[src/rtl/troc_pkg.sv]
// ----------------------------------------------------------------------------
// Tile rectangle occupancy check package
// Shared constants, codes and types of the occupancy check block.
// ----------------------------------------------------------------------------
package troc_pkg;

    localparam int MAX_ROOM_WIDTH  = 64;
    localparam int MAX_ROOM_HEIGHT = 64;
    localparam int COL_W           = $clog2(MAX_ROOM_WIDTH);
    localparam int ROW_W           = $clog2(MAX_ROOM_HEIGHT);

    localparam int ROOM_W  = 7;
    localparam int TILE_W  = 8;
    localparam int COORD_W = 16;
    localparam int SIZE_W  = 12;
    localparam int EDGE_W  = COORD_W + 1;

    localparam int DIV_W     = 16;
    localparam int DIV_STEPS = DIV_W / 2;
    localparam int DIV_CNT_W = $clog2(DIV_STEPS + 1);

    localparam logic [1:0] CFG_ROOM_WIDTH  = 2'd0;
    localparam logic [1:0] CFG_ROOM_HEIGHT = 2'd1;
    localparam logic [1:0] CFG_TILE_WIDTH  = 2'd2;
    localparam logic [1:0] CFG_TILE_HEIGHT = 2'd3;

    localparam logic ACT_WRITE = 1'b0;
    localparam logic ACT_QUERY = 1'b1;

    localparam logic [1:0] EDGE_LEFT   = 2'd0;
    localparam logic [1:0] EDGE_TOP    = 2'd1;
    localparam logic [1:0] EDGE_RIGHT  = 2'd2;
    localparam logic [1:0] EDGE_BOTTOM = 2'd3;

    typedef struct packed {
        logic              start;
        logic [DIV_W-1:0]  dividend;
        logic [TILE_W-1:0] divisor;
    } troc_div_req_t;

endpackage

[src/rtl/troc_divider.sv]
// ----------------------------------------------------------------------------
// Iterative unsigned divider
// Restoring division of a 16-bit dividend by an 8-bit divisor, two quotient
// bits per cycle.
// ----------------------------------------------------------------------------
module troc_divider
    import troc_pkg::*;
(
    input  logic              clk,
    input  logic              rst_n,
    input  troc_div_req_t     req,
    output logic              done,
    output logic [DIV_W-1:0]  quotient
);

    logic [DIV_W-1:0]     quot_reg, quot_next;
    logic [TILE_W-1:0]    rem_reg, rem_next;
    logic [TILE_W-1:0]    div_reg, div_next;
    logic [DIV_CNT_W-1:0] cnt_reg, cnt_next;
    logic                 busy_reg, busy_next;
    logic                 done_reg, done_next;

    logic [TILE_W:0]      trial1, trial2;
    logic                 bit1, bit2;
    logic [TILE_W-1:0]    rem1;

    always_comb
    begin
        trial1 = {rem_reg, quot_reg[DIV_W-1]};
        bit1   = trial1 >= {1'b0, div_reg};
        rem1   = bit1 ? TILE_W'(trial1 - {1'b0, div_reg}) : trial1[TILE_W-1:0];
        trial2 = {rem1, quot_reg[DIV_W-2]};
        bit2   = trial2 >= {1'b0, div_reg};

        quot_next = quot_reg;
        rem_next  = rem_reg;
        div_next  = div_reg;
        cnt_next  = cnt_reg;
        busy_next = busy_reg;
        done_next = 1'b0;

        if (req.start)
        begin
            quot_next = req.dividend;
            rem_next  = '0;
            div_next  = req.divisor;
            cnt_next  = DIV_CNT_W'(DIV_STEPS);
            busy_next = 1'b1;
        end
        else if (busy_reg)
        begin
            quot_next = {quot_reg[DIV_W-3:0], bit1, bit2};
            rem_next  = bit2 ? TILE_W'(trial2 - {1'b0, div_reg}) : trial2[TILE_W-1:0];
            cnt_next  = cnt_reg - 1'b1;
            if (cnt_reg == DIV_CNT_W'(1))
            begin
                busy_next = 1'b0;
                done_next = 1'b1;
            end
        end
    end

    always_ff @(posedge clk or negedge rst_n)
    begin
        if (!rst_n)
        begin
            cnt_reg  <= '0;
            busy_reg <= 1'b0;
            done_reg <= 1'b0;
        end
        else
        begin
            cnt_reg  <= cnt_next;
            busy_reg <= busy_next;
            done_reg <= done_next;
        end
    end

    always_ff @(posedge clk)
    begin
        quot_reg <= quot_next;
        rem_reg  <= rem_next;
        div_reg  <= div_next;
    end

    assign done     = done_reg;
    assign quotient = quot_reg;

endmodule

[config.mk]
export PLATFORM = sky130hd
export DESIGN_NAME = troc_divider
export DESIGN_NICKNAME = d
export VERILOG_FILES = /design/src/rtl/troc_pkg.sv /design/src/rtl/troc_divider.sv
export SDC_FILE = /design/constraint.sdc
export NUM_CORES = 1
export LEC_CHECK = 0
export BUFFER_PORTS_ARGS = -buffer_cell sky130_fd_sc_hd__buf_2
export CORE_MARGIN = 4
export CORE_UTILIZATION = 50
export DETAILED_ROUTE_END_ITERATION = 12
export PLACE_DENSITY = 0.73
export SYNTH_ARGS = -nofsm -noshare
export SYNTH_HDL_FRONTEND = slang
export SYNTH_SLANG_ARGS = --single-unit
[constraint.sdc]
create_clock -name clk -period 6.7 [get_ports clk]
set_input_delay 0.335 -clock clk [delete_from_list [all_inputs] [get_ports clk]]
set_output_delay 0.335 -clock clk [all_outputs]
set_load 0.01 [all_outputs]
* Yosys cells after proc, flatten, opt, wreduce, memory -nomap -nowiden *
Cells that the tools add are included.
W data, S select, Z words.

operators by class
  add/sub/neg operators = 3
  order comparisons = 2
  eq/ne operators = 1
  multiplexer cells = 12
  reductions and logical operators = 1

operators with widths
  operator               count
  $mux W16               2
  $ge A9 B8 Y1           2
  $mux W8                2
  $sub A8 B8 Y8          2
  $mux W4                2
  $mux W1                6
  $eq A4 B1 Y1 const B   1
  $sub A4 B1 Y4 const B  1
  $reduce_bool A2 Y1     1

storage, ports and cells
  bits in registers = 38
  output and inout port bits = 17
  logic and storage cells = 25

* Longest topological paths before layout *
Gate-level depths: netlist of the first run.

  depth in word-level cells = 5
  gate-level depth with buffers = 16

* Worst setup path after synthesis of the first run *
OpenSTA, ideal clock, no wires.

  path kind = flip-flop to flip-flop
  start point = reg div_reg[5]
  end point = reg rem_reg[1]
  library setup time = 0.122 ns
  arrival time = 3.449 ns
  data required time = 6.578 ns
  path slack = 3.129 ns
  stages on the path, launching flop included = 14
  clock period less this slack = 3.571 ns
  path through = edfxtp_1 inv_1 ha_1 and4_4 and2_4 a221oi_4 mux2_2 ha_1 and4_1 and2_1 and3b_1 mux2i_2 nor2_1 a221o_1

between the ends
  word-level cells in the longest chain between the ends = 4
  elaborated cells on any way between the ends = 6

ends and longest elaborated chain
  element                                        RTL line                                RTL
  start, declared                                troc_divider.sv:18                      logic [TILE_W-1:0] div_reg, div_next;
  start signal, assigned                         troc_divider.sv:83                      div_reg <= div_next;
  $ge A9 B8 Y1 or $sub A8 B8 Y8 (tied branches)  troc_divider.sv:30, troc_divider.sv:31
  $mux W8                                        troc_divider.sv:31                      rem1 = bit1 ? TILE_W'(trial1 - {1'b0, div_reg}) : trial1[TILE_W-1:0];
  $sub A8 B8 Y8 or $ge A9 B8 Y1 (tied branches)  troc_divider.sv:53, troc_divider.sv:33
  $mux W8 *                                      troc_divider.sv:53                      rem_next = bit2 ? TILE_W'(trial2 - {1'b0, div_reg}) : trial2[TILE_W-1:0];
  end signal, assigned                           troc_divider.sv:82                      rem_reg <= rem_next;
  end, declared                                  troc_divider.sv:17                      logic [TILE_W-1:0] rem_reg, rem_next;

Every way passes the cells marked *; elsewhere a longest branch is shown, timed or not.
A chain may end at the register's enable or synchronous reset.

* Worst setup path after layout of the first run *
Ends and elaborated chain as after synthesis.

==> run summary, run 1 <==
STATUS
---------------------------------------------------------------------------------------
Result of the run                                                          finished clean

FLOORPLANNING
---------------------------------------------------------------------------------------
Number of placement rows                                                             25
Die W                                                                           77.8 um
Die area                                                                      6060 um^2
Starting density of the core                                                      51.6%
Core area                                                                     4720 um^2
Number of primary I/O pins                                                           44
Die height                                                                      77.8 um

TIMING
---------------------------------------------------------------------------------------
Worst Tran Pin Value                                                           0.626 ns
Setup repair after global routing missed its margin                               false
Setup Total Neg Slack                                                              0 ns
Setup Skew                                                                   0.00561 ns
Pins Over Slew Limit                                                                  0
Min Tclk post-route                                                             3.94 ns
Number of hold violations in the final report                                         0
Ratio of final minimum period to clock period                                     58.9%
Normalized max-slew margin                                                        58.3%
Fmax achieved                                                                   254 MHz
Setup-failing EPs final                                                               0

PLACEMENT
---------------------------------------------------------------------------------------
Placed wire-length estimate after detailed placement                            3.98 mm
Total placed cells including tap cells                                              323
Area after DPL                                                                2720 um^2
Buffers on Ports                                                                     43
GPL Wtd Cong                                                                      0.896

SETUP PATH
---------------------------------------------------------------------------------------
Cells along the critical path                                              inv_1 -> ha_1 -> and4_4 -> and2_4 -> a221oi_4 -> mux2_2 -> ha_1 -> and4_1 -> and2_1 -> and3b_1 -> mux2i_2 -> nor2_1 -> a221o_1
Data arrival at the endpoint of the critical path                               4.12 ns
Most repeated library cell on the critical path                            sky130_fd_sc_hd__ha_1
Type of element launching the critical path                                    register
Crit Path Class                                                                 reg2reg
Worst endpoint required time                                                    6.88 ns
Crit-path slowest cell                                                     sky130_fd_sc_hd__a221oi_4
Endpoint kind of the worst setup timing path                                   register
Critical path's largest stage delay                                             0.45 ns
Number of buffer and inverter stages on the critical path                             1
Crit-path max FO                                                                     10
Critical path's top delay family                                           simple AND/OR/NAND/NOR gates

YOSYS
---------------------------------------------------------------------------------------
Number of instances in the synthesized netlist                                      217
Synth async-reset ratio                                                           15.8%
Syn Std Cell Area                                                             2440 um^2
Number of warnings issued by yosys                                                    0
Post-synthesis sequential area ratio                                              42.3%
Count of flip-flops with a built-in enable after synthesis                           24
Mean Syn Cell Area                                                            11.2 um^2
Cell variety after synth                                                             53
Syn_nets                                                                            264
Most instantiated flip-flop cell in the synthesis netlist                  sky130_fd_sc_hd__edfxtp_1
Total of flip-flops plus latches after synthesis                                     38

POWER
---------------------------------------------------------------------------------------
Ratio of total power to cell area                                           436 nW/um^2
Static leakage power                                                            1.28 nW
Peak ir drop on the vdd network                                                0.236 mV

CLOCK TREE
---------------------------------------------------------------------------------------
TritonCTS buffer count                                                                5
Post_cts resized                                                                      0
Maximum clock path buffer count                                                       2
Clock-pin transition on the worst setup and hold timing paths                   0.07 ns
H-Tree Level Count                                                                    2
CTS tree                                                                           done
Root buffer cell                                                           sky130_fd_sc_hd__clkbuf_8
Clock network latency to the later pin of the worst-skew pair                   0.29 ns
Clock sinks                                                                          38

DRT
---------------------------------------------------------------------------------------
Metal1 wirelength                                                               2.29 mm
Via count of the routed design                                                     1793
Met2 wirelength from detailed routing                                           2.35 mm
DRC viols                                                                             0
Avg WL per Cell                                                                 15.1 um
Number of vias per cell                                                            5.40
Total length of routed met3 wires                                                304 um
Highest routing layer actually used                                                met4
Number of detailed-routing iterations run before antenna repair                       4
Final wirelength                                                                5.00 mm
Remaining number of nets flagged by the antenna check after routing                   0
Number of violations reported at the end of detailed-routing iteration 0             66

GLOBAL ROUTE
---------------------------------------------------------------------------------------
GRT Residual Overflow                                                                 0
Via count of the first global-routing pass                                         1843
Tot GR Track Use                                                                  17.7%
Initial antenna violation count                                                       0
Global-route wire length before repair                                          8.49 mm
Maximum number of pins on one net before global-route repair                         32

LAYOUT
---------------------------------------------------------------------------------------
Layout cell share with drive strength beyond 1                                    30.2%
Final non-filler cell area                                                    2850 um^2
Nets@finish                                                                         311
Count of antenna diodes in the layout                                                 0
P&R area growth vs syn                                                            16.8%
Flip-flop count of the largest register after layout                                 16
Finished Layout Cells                                                               332

RUN
---------------------------------------------------------------------------------------
Number of maximum-capacitance constraint violations                                   0

HOLD PATH
---------------------------------------------------------------------------------------
Hold Path Class                                                                  in2reg

## final timing paths
check | startpoint | to | slack [ns] | cells after the start
max | div_reg[5] | rem_reg[1] | 2.76 | 13
min | req[6] | div_reg[6] | 0.22 | 1
max reg2reg | div_reg[5] | rem_reg[1] | 2.76 | 13
min reg2reg | rem_reg[7] | rem_reg[7] | 0.52 | 1
max in group asynchronous | rst_n | busy_reg | 6.15 | 2
min in group asynchronous | rst_n | cnt_reg[0] | 0.40 | 2
## power breakdown
part	switching [mW]	internal, mW
registers	0.0401	0.314
logic	0.361	0.327
clock network	0.0780	0.121
## repair_timing
item | 4_1_cts | 5_1_grt
buffers inserted | 0 | 0
endpoints found under the hold margin | 6 | 0
hold buffers | 1 | 0
setup endpoints to repair | 0 | 0
## synthesized netlist by cell type, types with 2 or more instances
master,number,share of area [%]
sky130_fd_sc_hd__edfxtp_1,24,30
sky130_fd_sc_hd__xor2_1,3,1.1
sky130_fd_sc_hd__ha_1,18,9.2
sky130_fd_sc_hd__a211oi_1,5,1.5
sky130_fd_sc_hd__a221oi_1,2,0.72
sky130_fd_sc_hd__nor2b_1,3,0.77
sky130_fd_sc_hd__nand2_1,8,1.2
sky130_fd_sc_hd__dfxtp_1,8,6.6
sky130_fd_sc_hd__mux2_4,2,1.2
sky130_fd_sc_hd__a221o_1,7,2.9
sky130_fd_sc_hd__nand2b_1,3,0.77
sky130_fd_sc_hd__a21oi_1,12,2.5
sky130_fd_sc_hd__or2b_1,2,0.62
sky130_fd_sc_hd__o21ai_0,7,1.4
sky130_fd_sc_hd__o21a_1,2,0.62
sky130_fd_sc_hd__mux2_2,19,8.8
sky130_fd_sc_hd__o21bai_1,2,0.62
sky130_fd_sc_hd__xnor2_1,7,2.5
sky130_fd_sc_hd__and2_1,2,0.51
sky130_fd_sc_hd__inv_1,18,2.8
sky130_fd_sc_hd__fa_1,2,1.6
sky130_fd_sc_hd__mux2i_1,2,0.82
sky130_fd_sc_hd__a21o_1,6,1.8
sky130_fd_sc_hd__and4_1,3,1.1
sky130_fd_sc_hd__nor2_1,16,2.5
sky130_fd_sc_hd__dfrtp_1,6,6.2
sky130_fd_sc_hd__buf_1,2,0.31
## worst register-to-register path, stage by stage (launching register included)
cell and delay, ns:
sky130_fd_sc_hd__edfxtp_1 0.36, sky130_fd_sc_hd__inv_1 0.11, sky130_fd_sc_hd__ha_1 0.32, sky130_fd_sc_hd__and4_4 0.25, sky130_fd_sc_hd__and2_4 0.16, sky130_fd_sc_hd__a221oi_4 0.45, sky130_fd_sc_hd__mux2_2 0.40, sky130_fd_sc_hd__ha_1 0.39
sky130_fd_sc_hd__and4_1 0.23, sky130_fd_sc_hd__and2_1 0.16, sky130_fd_sc_hd__and3b_1 0.20, sky130_fd_sc_hd__mux2i_2 0.30, sky130_fd_sc_hd__nor2_1 0.16, sky130_fd_sc_hd__a221o_1 0.36
## area by class of cell
type	count	area, um^2
fillers	408	1880
multi-input cells	157	1320
flip-flops and latches	38	1030
inverters	18	67.6
repair buffers	44	225
clock buffers	7	86.3
well taps	67	83.8
clock inverters	1	30.0
## stage by stage
stage          util [%]  worst slack (ns)  power, mW  hold slack (ns)
2_1_floorplan         -              3.13      0.892           0.0394
6_report           60.3              2.76       1.24            0.218
3_3_place_gp       57.6              2.82       1.04            0.165
4_1_cts            60.3              2.77       1.25            0.199
5_1_grt            60.3              2.53       1.35            0.202
3_5_place_dp       57.6              2.78       1.04            0.165
## layout by cell type, fill, tap and decap left out, types with 7 or more instances in the layout
cell	n
sky130_fd_sc_hd__a221o_1	7
sky130_fd_sc_hd__o21ai_0	7
sky130_fd_sc_hd__buf_2	43
sky130_fd_sc_hd__ha_1	18
sky130_fd_sc_hd__dfxtp_1	8
sky130_fd_sc_hd__edfxtp_1	24
sky130_fd_sc_hd__nor2_1	16
sky130_fd_sc_hd__nand2_1	8
sky130_fd_sc_hd__xnor2_1	7
sky130_fd_sc_hd__inv_1	18
sky130_fd_sc_hd__mux2_2	19
sky130_fd_sc_hd__a21oi_1	12
## routing by layer
metal	vias up	global-route usage [%]
met4	0	5.87
met5	-	0
met3	5	5.22
met1	834	22.8
li1	903	-
met2	51	28.4
## logic make-up (layout without fill, tap and decap cells)
| logic type | after synthesis | in the layout | share of synthesized area [%] |
|---|---|---|---|
| AO/OA/AOI/OAI | 54 | 54 | 16.7 |
| buffers and inverters | 22 | 70 | 3.44 |
| AND/OR/NAND/NOR | 49 | 49 | 11.7 |
| flip-flops | 38 | 38 | 42.3 |
| adder cells (fa/ha/maj) | 20 | 20 | 10.9 |
| XOR/XNOR | 10 | 10 | 3.59 |
| multiplexers | 24 | 24 | 11.4 |
Power figures use the tool's default switching activity.
==> run 2: changes to the inputs <==
- clock period: 6.7 -> 4 ns (I/O delays scaled with it)
==> run summary, run 2 (synthesis results as in run 1) <==
HOLD PATH
---------------------------------------------------------------------------------------
Number of stages on the worst hold path                                               1   unchanged
Hold Path Class                                                                  in2reg

TIMING
---------------------------------------------------------------------------------------
Worst Tran Pin Value                                                           0.650 ns   +0.0244 ns
Min Tclk post-route                                                             3.83 ns   -0.112 ns
Setup Skew                                                                   0.00734 ns   +0.00173 ns
Setup Total Neg Slack                                                              0 ns   unchanged
Fmax achieved                                                                   261 MHz   +2.9%
Setup-failing EPs final                                                               0   unchanged
Setup WS post-layout                                                           0.168 ns   -2.59 ns
Normalized max-slew margin                                                        56.6%   -1.6 points
Number of hold violations in the final report                                         0   unchanged
Pins Over Slew Limit                                                                  0   unchanged
Ratio of final minimum period to clock period                                     95.8%   +37 points

POWER
---------------------------------------------------------------------------------------
Peak ir drop on the vdd network                                                0.405 mV   +72%
Static leakage power                                                            1.29 nW   +1.1%
Ratio of total power to cell area                                           732 nW/um^2   +68%

LAYOUT
---------------------------------------------------------------------------------------
Layout cell share with drive strength beyond 1                                    32.8%   +2.6 points
Combined area of the multi-input logic cells                                  1370 um^2   +3.2%
P&R area growth vs syn                                                            18.5%
Register area                                                                 1030 um^2   unchanged
Nets@finish                                                                         314   +0.96%
Count of antenna diodes in the layout                                                 0   unchanged
Flip-flop count of the largest register after layout                                 16   unchanged
Filler cells                                                                        394   -3.4%
Leading cell types in the layout, fill and taps excluded                   43 x sky130_fd_sc_hd__buf_2, 24 x sky130_fd_sc_hd__edfxtp_1, 18 x sky130_fd_sc_hd__inv_1, 18 x sky130_fd_sc_hd__mux2_2, 17 x sky130_fd_sc_hd__ha_1
Most common cell after layout, fill and taps aside                         sky130_fd_sc_hd__buf_2

CLOCK TREE
---------------------------------------------------------------------------------------
CTS tree                                                                           done
Root buffer cell                                                           sky130_fd_sc_hd__clkbuf_8
Clock sinks                                                                          38   unchanged
TritonCTS buffer count                                                                5   unchanged
Maximum clock path buffer count                                                       2   unchanged
H-Tree Level Count                                                                    2   unchanged
Clock-pin transition on the worst setup and hold timing paths                   0.08 ns   about the same
Clock network latency to the later pin of the worst-skew pair                   0.29 ns   about the same

SETUP PATH
---------------------------------------------------------------------------------------
Crit-path max FO                                                                      4   -6
Crit-path slowest cell                                                     sky130_fd_sc_hd__edfxtp_1
Data arrival at the endpoint of the critical path                               3.87 ns   -0.25 ns
Worst endpoint required time                                                    4.04 ns   -2.84 ns
Critical path's largest stage delay                                             0.45 ns   about the same
Type of element launching the critical path                                    register
Crit. path cell count                                                                16   +3
Cells along the critical path                                              inv_1 -> ha_1 -> inv_1 -> fa_1 -> a211oi_2 -> o21bai_1 -> a21oi_1 -> xnor2_1 -> a21o_1 -> ha_1 -> and4_1 -> and2_1 -> and3b_1 -> mux2_4 -> nand2_1 -> mux2_2
Number of buffer and inverter stages on the critical path                             2   +1
Crit Path Class                                                                 reg2reg
Worst-case reg-to-reg path depth                                                     16   +3
Endpoint kind of the worst setup timing path                                   register
Critical path's top delay family                                            adder cells

FLOORPLANNING
---------------------------------------------------------------------------------------
Number of placement rows                                                             25   unchanged
Die W                                                                           77.8 um   unchanged
Core area                                                                     4720 um^2   unchanged
Number of primary I/O pins                                                           44   unchanged
Die area                                                                      6060 um^2   unchanged
Die height                                                                      77.8 um   unchanged
Starting density of the core                                                      51.6%   unchanged

RUN
---------------------------------------------------------------------------------------
Number of maximum-capacitance constraint violations                                   0   unchanged

DRT
---------------------------------------------------------------------------------------
Number of violations reported at the end of detailed-routing iteration 0             69   +4.5%
Final wirelength                                                                5.17 mm   +3.5%
Via count of the routed design                                                     1821   +1.6%
Remaining number of nets flagged by the antenna check after routing                   0   unchanged
Number of detailed-routing iterations run before antenna repair                       4   unchanged
DRC viols                                                                             0   unchanged
Avg WL per Cell                                                                 15.4 um   +2.6%
Number of vias per cell                                                            5.44   +0.65%

GLOBAL ROUTE
---------------------------------------------------------------------------------------
Maximum number of pins on one net before global-route repair                         32   unchanged
GRT Residual Overflow                                                                 0   unchanged
Initial antenna violation count                                                       0   unchanged
Via count of the first global-routing pass                                         1859   +0.87%
Global-route wire length before repair                                          8.80 mm   +3.7%
Tot GR Track Use                                                                  18.2%   +0.44 points

PLACEMENT
---------------------------------------------------------------------------------------
Worst setup timing slack at the placement stage                               0.0755 ns   -2.70 ns
Buffers on Ports                                                                     43   unchanged
GPL Wtd Cong                                                                      0.893   -0.31%
Placed wire-length estimate after detailed placement                            4.05 mm   +1.9%

STATUS
---------------------------------------------------------------------------------------
Result of the run                                                          finished clean

[run 2: changes by cell type in the layout (fill, tap and decap cells not counted), sizes merged]
cell / delta
clkinv: +1
bufinv: -1
buf: +3
inv: +1
clkbuf: -1
[run 2: power by group]
| part | switching, mW | leakage, nW | internal [mW] |
|---|---|---|---|
| Combinational | 0.650 | 0.857 | 0.595 |
| Clock | 0.135 | 0.0515 | 0.139 |
| Sequential | 0.0693 | 0.386 | 0.527 |
| Total | 0.854 | 1.29 | 1.26 |
[run 2: routing by layer]
layer / track usage [%] / vias up / wire [um]
met4: 4.27 / 0 / 48
met5: 0 / - / 0
met2: 29.0 / 39 / 2470
li1: - / 907 / -
met1: 24.7 / 870 / 2380
met3: 4.52 / 5 / 272
[run 2: path summary, 6_finish.rpt]
kind	from	end	slack (ns)
worst max-delay path	quotient[15]	quotient[0]	0.17
worst min-delay path	req[6]	div_reg[6]	0.08
worst max register to register	quotient[15]	quotient[0]	0.17
worst min register to register	rem_reg[7]	rem_reg[7]	0.52
max in group asynchronous	rst_n	cnt_reg[1]	3.59
min in group asynchronous	rst_n	done	0.27
[run 2: metrics by stage]
step / hold WS [ns] / instances / power, mW / cell area [um^2] / utilization [%]
2_1_floorplan: -0.0956 / 217 / 1.49 / 2440 / -
4_1_cts: 0.0687 / 333 / 2.04 / 2830 / 59.9
3_5_place_dp: 0.0279 / 324 / 1.76 / 2730 / 57.7
3_3_place_gp: 0.0294 / 324 / 1.74 / 2730 / 57.7
5_1_grt: 0.0656 / 335 / 2.29 / 2890 / 61.2
6_report: 0.0801 / 335 / 2.11 / 2890 / 61.2
[run 2: area by class of cell]
type | count | share of cell area, %
multi-input combinational | 157 | 47.2
sequential | 38 | 35.7
timing repair buffer | 47 | 8.58
tap | 67 | 2.90
clock buffer | 6 | 2.86
inverter | 18 | 2.34
clock inverter | 2 | 0.390
[run 2: timing repair]
item | 4_1_cts | 5_1_grt
buffers inserted | 0 | 2
hold endpoints to repair | 6 | 0
setup endpoints to repair | 0 | 8
hold buffers | 1 | 0
gates resized for setup | 0 | 8
